$ cat src/design/itrd_pkg.sv
// Shared types, constants and lookup functions for the integer-to-radix digit converter.
// Used by the controller, the datapath and the top level. No dependencies.
package itrd_pkg;

	localparam int VALUE_W        = 31;
	localparam int BASE_W         = 6;
	localparam int CHAR_W         = 7;
	localparam int COUNT_W        = 5;
	localparam int RECIP_W        = 32;
	localparam int MAX_DIGITS_DEF = 31;

	localparam logic [BASE_W-1:0] BASE_MIN = 6'd2;
	localparam logic [BASE_W-1:0] BASE_MAX = 6'd36;

	localparam logic [CHAR_W-1:0] CHAR_ZERO = 7'd48;
	localparam logic [CHAR_W-1:0] CHAR_A    = 7'd65;

	typedef enum logic [2:0] {
		ST_IDLE,
		ST_MUL,
		ST_FIX,
		ST_READ,
		ST_EMIT
	} state_t;

	typedef struct packed {
		logic load;
		logic mul;
		logic fix;
		logic read;
		logic emit;
	} cmd_t;

	typedef struct packed {
		logic div_done;
		logic rd_last;
	} status_t;

	// Floor of 2^32 divided by the base. The quotient estimate taken from it is
	// at most one below the true quotient for any 31-bit dividend.
	function automatic logic [RECIP_W-1:0] recip(input logic [BASE_W-1:0] b);
		logic [RECIP_W-1:0] r;
		begin
			case (b)
				6'd2:    r = 32'd2147483648;
				6'd3:    r = 32'd1431655765;
				6'd4:    r = 32'd1073741824;
				6'd5:    r = 32'd858993459;
				6'd6:    r = 32'd715827882;
				6'd7:    r = 32'd613566756;
				6'd8:    r = 32'd536870912;
				6'd9:    r = 32'd477218588;
				6'd10:   r = 32'd429496729;
				6'd11:   r = 32'd390451572;
				6'd12:   r = 32'd357913941;
				6'd13:   r = 32'd330382099;
				6'd14:   r = 32'd306783378;
				6'd15:   r = 32'd286331153;
				6'd16:   r = 32'd268435456;
				6'd17:   r = 32'd252645135;
				6'd18:   r = 32'd238609294;
				6'd19:   r = 32'd226050910;
				6'd20:   r = 32'd214748364;
				6'd21:   r = 32'd204522252;
				6'd22:   r = 32'd195225786;
				6'd23:   r = 32'd186737708;
				6'd24:   r = 32'd178956970;
				6'd25:   r = 32'd171798691;
				6'd26:   r = 32'd165191049;
				6'd27:   r = 32'd159072862;
				6'd28:   r = 32'd153391689;
				6'd29:   r = 32'd148102320;
				6'd30:   r = 32'd143165576;
				6'd31:   r = 32'd138547332;
				6'd32:   r = 32'd134217728;
				6'd33:   r = 32'd130150524;
				6'd34:   r = 32'd126322567;
				6'd35:   r = 32'd122713351;
				6'd36:   r = 32'd119304647;
				default: r = 32'd119304647;
			endcase
			return r;
		end
	endfunction

	function automatic logic [CHAR_W-1:0] ascii_of(input logic [BASE_W-1:0] d);
		logic [CHAR_W-1:0] c;
		begin
			if (d < 6'd10) begin
				c = CHAR_ZERO + CHAR_W'(d);
			end else begin
				c = CHAR_A + CHAR_W'(d - 6'd10);
			end
			return c;
		end
	endfunction

endpackage

$ cat src/design/itrd_ram.sv
// Generic single-write, single-read RAM with registered read data.
// No dependencies.
module itrd_ram #(
	parameter int WIDTH = 8,
	parameter int DEPTH = 32
) (
	input  logic                                   clk,
	input  logic                                   we,
	input  logic [(DEPTH > 1 ? $clog2(DEPTH) : 1)-1:0] waddr,
	input  logic [WIDTH-1:0]                       wdata,
	input  logic [(DEPTH > 1 ? $clog2(DEPTH) : 1)-1:0] raddr,
	output logic [WIDTH-1:0]                       rdata
);

	logic [WIDTH-1:0] mem_q [DEPTH];

	always_ff @(posedge clk) begin
		if (we) begin
			mem_q[waddr] <= wdata;
		end
		rdata <= mem_q[raddr];
	end

endmodule

$ cat src/design/itrd_ctrl.sv
// Controller state machine for the digit converter: sequences the divide steps,
// the buffer read-out and the result strobes. Depends on itrd_pkg.
module itrd_ctrl (
	input  logic              clk,
	input  logic              arst_n,
	input  logic              start,
	input  itrd_pkg::status_t status,
	output itrd_pkg::cmd_t    cmd,
	output logic              busy
);

	itrd_pkg::state_t state_q;
	itrd_pkg::state_t state_d;

	always_ff @(posedge clk or negedge arst_n) begin
		if (!arst_n) begin
			state_q <= itrd_pkg::ST_IDLE;
		end else begin
			state_q <= state_d;
		end
	end

	always_comb begin
		state_d = state_q;
		case (state_q)
			itrd_pkg::ST_IDLE: begin
				if (start) begin
					state_d = itrd_pkg::ST_MUL;
				end
			end
			itrd_pkg::ST_MUL: begin
				state_d = itrd_pkg::ST_FIX;
			end
			itrd_pkg::ST_FIX: begin
				if (status.div_done) begin
					state_d = itrd_pkg::ST_READ;
				end else begin
					state_d = itrd_pkg::ST_MUL;
				end
			end
			itrd_pkg::ST_READ: begin
				state_d = itrd_pkg::ST_EMIT;
			end
			itrd_pkg::ST_EMIT: begin
				if (status.rd_last) begin
					state_d = itrd_pkg::ST_IDLE;
				end
			end
			default: begin
				state_d = itrd_pkg::ST_IDLE;
			end
		endcase
	end

	always_comb begin
		cmd  = '0;
		busy = 1'b1;
		case (state_q)
			itrd_pkg::ST_IDLE: begin
				busy     = 1'b0;
				cmd.load = start;
			end
			itrd_pkg::ST_MUL:  cmd.mul  = 1'b1;
			itrd_pkg::ST_FIX:  cmd.fix  = 1'b1;
			itrd_pkg::ST_READ: cmd.read = 1'b1;
			itrd_pkg::ST_EMIT: cmd.emit = 1'b1;
			default: begin
				busy = 1'b1;
			end
		endcase
	end

endmodule

$ cat src/design/itrd_dpath.sv
// Datapath for the digit converter: reciprocal-multiply divide step, digit buffer
// and reverse read-out. Depends on itrd_pkg and itrd_ram.
module itrd_dpath #(
	parameter int MAX_DIGITS = itrd_pkg::MAX_DIGITS_DEF
) (
	input  logic                              clk,
	input  logic                              arst_n,
	input  itrd_pkg::cmd_t                    cmd,
	input  logic [itrd_pkg::VALUE_W-1:0]      value,
	input  logic [itrd_pkg::BASE_W-1:0]       base,
	output itrd_pkg::status_t                 status,
	output logic [itrd_pkg::CHAR_W-1:0]       digit_char,
	output logic [itrd_pkg::COUNT_W-1:0]      digit_count,
	output logic                              last
);

	localparam int ADDR_W = (MAX_DIGITS > 1) ? $clog2(MAX_DIGITS) : 1;
	localparam int CNT_W  = $clog2(MAX_DIGITS + 1);
	localparam int VW     = itrd_pkg::VALUE_W;
	localparam int BW     = itrd_pkg::BASE_W;
	localparam int RW     = itrd_pkg::RECIP_W;

	logic [VW-1:0]     num_q;
	logic [BW-1:0]     base_q;
	logic [RW-1:0]     recip_q;
	logic [VW-1:0]     qest_q;
	logic [CNT_W-1:0]  count_q;
	logic [ADDR_W-1:0] rd_ptr_q;

	logic [BW-1:0]     base_clamped;
	logic [VW+RW-1:0]  prod;
	logic [VW+BW-1:0]  qb_full;
	logic [BW:0]       rem_est;
	logic              rem_ge;
	logic [BW-1:0]     rem;
	logic [VW-1:0]     quot;
	logic [ADDR_W-1:0] raddr;

	always_comb begin
		if (base < itrd_pkg::BASE_MIN) begin
			base_clamped = itrd_pkg::BASE_MIN;
		end else if (base > itrd_pkg::BASE_MAX) begin
			base_clamped = itrd_pkg::BASE_MAX;
		end else begin
			base_clamped = base;
		end
	end

	assign prod = (VW + RW)'(num_q) * (VW + RW)'(recip_q);

	// The estimate is short by at most one, so the remainder lies below twice the base.
	assign qb_full = (VW + BW)'(qest_q) * (VW + BW)'(base_q);
	assign rem_est = (BW + 1)'(num_q - qb_full[VW-1:0]);
	assign rem_ge  = (rem_est >= {1'b0, base_q});
	assign rem     = rem_ge ? BW'(rem_est - {1'b0, base_q}) : rem_est[BW-1:0];
	assign quot    = rem_ge ? qest_q + VW'(1) : qest_q;

	assign status.div_done = (quot == '0) || (count_q == CNT_W'(MAX_DIGITS - 1));
	assign status.rd_last  = (rd_ptr_q == '0);

	always_ff @(posedge clk) begin
		if (cmd.load) begin
			num_q   <= value;
			base_q  <= base_clamped;
			recip_q <= itrd_pkg::recip(base_clamped);
		end else if (cmd.fix) begin
			num_q <= quot;
		end
		if (cmd.mul) begin
			qest_q <= prod[VW+RW-1:RW];
		end
	end

	always_ff @(posedge clk or negedge arst_n) begin
		if (!arst_n) begin
			count_q  <= '0;
			rd_ptr_q <= '0;
		end else begin
			if (cmd.load) begin
				count_q <= '0;
			end else if (cmd.fix) begin
				count_q  <= count_q + CNT_W'(1);
				rd_ptr_q <= count_q[ADDR_W-1:0];
			end else if (cmd.emit && !status.rd_last) begin
				rd_ptr_q <= rd_ptr_q - ADDR_W'(1);
			end
		end
	end

	// While emitting, fetch the next lower digit so one word leaves per cycle.
	assign raddr = (cmd.emit && !status.rd_last) ? rd_ptr_q - ADDR_W'(1) : rd_ptr_q;

	itrd_ram #(
		.WIDTH(itrd_pkg::CHAR_W),
		.DEPTH(MAX_DIGITS)
	) u_buf (
		.clk   (clk),
		.we    (cmd.fix),
		.waddr (count_q[ADDR_W-1:0]),
		.wdata (itrd_pkg::ascii_of(rem)),
		.raddr (raddr),
		.rdata (digit_char)
	);

	assign last        = status.rd_last;
	assign digit_count = status.rd_last ? itrd_pkg::COUNT_W'(count_q) : '0;

endmodule

$ cat src/design/integer_to_radix_digits_top.sv
// Top level of the integer-to-radix digit converter.
// Depends on itrd_pkg, itrd_ctrl, itrd_dpath and itrd_ram.
//
// Usage:
//   Present value and base with start high; the word is taken at a clock edge
//   where start is high and busy is low. Bases below 2 act as 2, above 36 as 36.
//   The digits leave most significant first as ASCII on digit_char, one per
//   cycle, each marked by strobe for exactly one cycle. The final digit has
//   last high and carries the digit count on digit_count (zero otherwise).
//   The receiver cannot stall; every strobed word must be taken.
// Sequence, for a number of n digits:
//   Each digit is produced by a divide step in ST_MUL (reciprocal multiply),
//   then ST_FIX (multiply-back and correction), repeated for all n digits.
//   ST_READ then reads the first digit out of the digit buffer, and n strobes follow.
//   busy stays high from the accept through the last strobe, and the next word
//   can be accepted once busy has fallen.
//   One item is in flight at a time; the divide steps and the read-out set the pace.
// Reset:
//   arst_n low returns the controller to idle at once; no clearing pass.
module integer_to_radix_digits_top #(
	parameter int MAX_DIGITS = itrd_pkg::MAX_DIGITS_DEF
) (
	input  logic                          clk,
	input  logic                          arst_n,
	input  logic                          start,
	output logic                          busy,
	input  logic [itrd_pkg::VALUE_W-1:0]  value,
	input  logic [itrd_pkg::BASE_W-1:0]   base,
	output logic                          strobe,
	output logic [itrd_pkg::CHAR_W-1:0]   digit_char,
	output logic [itrd_pkg::COUNT_W-1:0]  digit_count,
	output logic                          last
);

	itrd_pkg::cmd_t    cmd;
	itrd_pkg::status_t status;

	itrd_ctrl u_ctrl (
		.clk    (clk),
		.arst_n (arst_n),
		.start  (start),
		.status (status),
		.cmd    (cmd),
		.busy   (busy)
	);

	itrd_dpath #(
		.MAX_DIGITS(MAX_DIGITS)
	) u_dpath (
		.clk         (clk),
		.arst_n      (arst_n),
		.cmd         (cmd),
		.value       (value),
		.base        (base),
		.status      (status),
		.digit_char  (digit_char),
		.digit_count (digit_count),
		.last        (last)
	);

	assign strobe = cmd.emit;

endmodule

$ cat config.mk
export PLATFORM = sky130hd
export DESIGN_NAME = integer_to_radix_digits_top
export DESIGN_NICKNAME = d
export VERILOG_FILES = /design/src/design/itrd_pkg.sv /design/src/design/itrd_ram.sv /design/src/design/itrd_ctrl.sv /design/src/design/itrd_dpath.sv /design/src/design/integer_to_radix_digits_top.sv
export SDC_FILE = /design/constraint.sdc
export NUM_CORES = 2
export LEC_CHECK = 0
export BUFFER_PORTS_ARGS = -buffer_cell sky130_fd_sc_hd__buf_2
export CAP_MARGIN = 30
export CORE_MARGIN = 2
export CORE_UTILIZATION = 25
export DETAILED_ROUTE_END_ITERATION = 10
export GPL_TIMING_DRIVEN = 0
export PLACE_DENSITY_LB_ADDON = 0.2
export SLEW_MARGIN = 5
export SYNTH_ARGS = -nofsm -noshare
export SYNTH_HDL_FRONTEND = slang
export SYNTH_SLANG_ARGS = --single-unit
$ cat constraint.sdc
create_clock -name clk -period 7.8 [get_ports clk]
set_input_delay 0.39 -clock clk [delete_from_list [all_inputs] [get_ports clk]]
set_output_delay 0.39 -clock clk [all_outputs]
set_load 0.005 [all_outputs]
==> impl_metrics.yaml <==
yosys:
  synth_top_cells_by_area: "fa_1, edfxtp_1, ha_1"
  synthArstFlopShare: 0.0386
  yosys_warnings: 0
  seq_area_frac_synth: 0.211
  syn_area_per_cell_sq_um: 10.3
  synth_cell_types: 75
  synth_edf_count: 317
  synth_seq_cells: 337
  synth_ff_type: "edfxtp_1"
  syn-cell-area_sq_um: 47300
  synthCells: 4583
  synth_top_area_cell: "fa_1"
  yosysTopAreaCellShare: 0.371
  syn-num-nets: 5799
routing:
  viasPerCell: 4.67
  wl_per_cell_um: 25.3
  vias: 34600
  dr.pass1.iters: 6
  ant_nets: 0
  drt_iter0_markers: 2784
  routed_wl_mm: 187
  remaining_drc_errors: 0
setup_path:
  cp_max_fo: 10
  startpoint: "u_dpath.recip_q[25]"
  cp-end-kind: "flip-flop"
  timing.rr.start: "u_dpath.recip_q[25]"
  cp-start-kind: "flip-flop"
  crit_slowest_cell: "fa_2"
  cpPeakStageDelay_ns: 0.57
  path_class: "flip-flop to flip-flop"
  worstPathRequired_ns: 8.10
  critPathMostFrequentCell: "fa_1"
  path_buf_inv: 7
  reg2reg_to: "u_dpath.qest_q[29]"
  reg2reg_depth: 26
  cp.arrival_ns: 8.41
  critical_path.top_delay_family: "adder cells"
  r2r_slack_ns: -0.32
sta:
  setup_viol: 21
  finalHoldViolations: 0
  fin_tns_setup_ns: -3.77
  period_minus_slack_ns: 8.12
  max_freq_mhz: 123
  rsz0062_at_grt: "true"
  worstMarginPinSlew_ns: 1.12
  slew_violations: 0
  finalCritPeriodShare: 1.04
  finalWorstSetupSlack_ns: -0.319
  relSlewSlack: 0.252
  fin_skew_ns: 0.0544
power:
  p_sw_frac: 0.221
  power_density_nw_per_um2: 69.1
  pwr-share-clk: 0.461
  power.share.sequential: 0.504
  netSwitchingPower_w: 0.000858
  internal_power_w: 0.00302
  ir_drop_mv: 0.150
  power_frac_comb: 0.035
  p_leak_nw: 25.0
finish:
  finalNonFillerCells: 7402
  drive_gt1_frac: 0.148
  num-nets-final: 6089
  utilization: 0.298
  n_fill_cell: 19600
  most-common-layout-cells: "inv_1, fa_1, nand2_1"
  final_common_cell: "inv_1"
  syn_to_final_growth_pct: 18.5
  stdcell_area_sq_um: 56100
global_route:
  grt_pass1_vias: 37000
  grt_usage: 0.196
  grt_pass1_wl_mm: 272
  overflow: 0
  grt_max_degree: 37
  antenna_found_initial: 18
floorplan:
  start_util: 0.252
  rows: 159
  fp.dieH_um: 439
  core_area_sq_um: 188000
  die_w_um: 439
  die-area_sq_um: 193000
  io_pins: 55
clock_network:
  worstSkewPairLatency_ns: 0.59
  htree_levels: 2
  cts-root-buf: "clkbuf_16"
  cts_tree: "done"
  path_clk_slew_ns: 0.06
  cts_buffers: 38
  cts_sinks: 337
  clockBufferDepth: 3
hold_path:
  hold_class: "primary input to flip-flop"
  hold_depth: 3
  worstHoldStart: "value[27]"
  hold_path_end: "u_dpath.num_q[27]"
placement:
  port_buffers: 52
  dp_hpwl_mm: 153
  gp_congestion: 0.928
  place_area_sq_um: 51500
  dp_cells: 7181
job:
  drv_cap: 0
run_status:
  status: "finished, violations left"
  violations: "negative setup slack"
timing repair:
action / CTS / global route
endpoints found under the hold margin: 13 / 0
cloned: 3 / 0
pin swaps: 81 / 78
gates resized for setup: 504 / 133
endpoints found under the setup margin: 63 / 103
buffers inserted: 126 / 23
hold buffers: 1 / 0
worst min-delay path: stages:
cell,delay (ns)
buf_2,0.08
nand2_1,0.04
o21ai_0,0.08
stage by stage:
stage	hold slack, ns	setup WS, ns	total power [W]
after floorplan	0.0944	0.558	0.00206
after global placement	0.314	-2.66	0.00213
after detailed placement	0.313	-2.30	0.00213
after CTS	0.111	-0.307	0.00393
after global routing	0.160	-0.416	0.00400
final	0.149	-0.319	0.00388
state kept, by name, summed over array words and instances, names as in the netlist:
name and count:
u_ctrl.state_q 3, u_dpath.base_q 6, u_dpath.count_q 5, u_dpath.num_q 31, u_dpath.qest_q 31, u_dpath.rd_ptr_q 5, u_dpath.recip_q 32, u_dpath.u_buf.mem_q 217
u_dpath.u_buf.rdata 7
logic make-up after synthesis:
family / Yosys count / synth area share
mux: 84 / 0.0346
fa+ha+maj: 1177 / 0.450
buf+inv: 1132 / 0.0900
compound gates: 345 / 0.0465
xor+xnor: 103 / 0.0195
flops: 337 / 0.211
simple gates: 1405 / 0.148
power by group through the flow:
stage	combinational, W	clock [W]	sequential, W
after floorplan	0.0000705	0	0.00199
after global placement	0.000137	0	0.00199
after detailed placement	0.000134	0	0.00199
after CTS	0.000135	0.00184	0.00195
after global routing	0.000147	0.00190	0.00195
final	0.000137	0.00179	0.00195
layout make-up:
class	count	area, sq um	area share
multi-input cells	3116	34100	0.608
flip-flops and latches	337	9980	0.178
inverters	873	3280	0.0584
well taps	2495	3120	0.0556
repair buffers	249	2380	0.0425
plain buffers	258	2000	0.0356
clock buffers	48	1010	0.0180
clock inverters	19	220	0.00392
diodes	7	17.5	0.000312
synthesized netlist by cell type, types with 6 or more instances:
library cell and n:
a2111oi_0 7, a211oi_1 10, a21o_1 27, a21oi_1 104, a22oi_1 7, a31oi_1 8
and2_1 557, and3_1 14, and4_1 10, buf_1 6, clkbuf_1 246, dfrtp_1 13
dfxtp_1 7, edfxtp_1 317, fa_1 877, ha_1 299, inv_1 870, mux2_2 7
mux2i_1 14, mux4_2 63, nand2_1 586, nand2b_1 9, nand3_1 45, nand4_1 17
nor2_1 108, nor2b_1 18, nor3_1 19, o211ai_1 10, o21ai_0 89, o21bai_1 11
o221ai_1 6, o31ai_1 7, xnor2_1 67, xor2_1 34
per-layer routing:
| layer | vias to the layer above | track usage | share of wire |
|---|---|---|---|
| li1 | 14800 | - | - |
| met1 | 18400 | 0.267 | 0.43 |
| met2 | 1173 | 0.323 | 0.47 |
| met3 | 269 | 0.0231 | 0.061 |
| met4 | 0 | 0.0646 | 0.043 |
| met5 | - | 0 | 0 |
how the worst max path moves through the flow:
| stage | end | cells after the start |
|---|---|---|
| detailed placement | u_dpath.qest_q[30] | 25 |
| global route | u_dpath.qest_q[16] | 28 |
| finish | u_dpath.qest_q[29] | 26 |
| CTS | u_dpath.qest_q[30] | 27 |
| global placement | u_dpath.qest_q[30] | 24 |
| floorplan | u_dpath.qest_q[30] | 24 |
(Power assumes the default switching activity.)
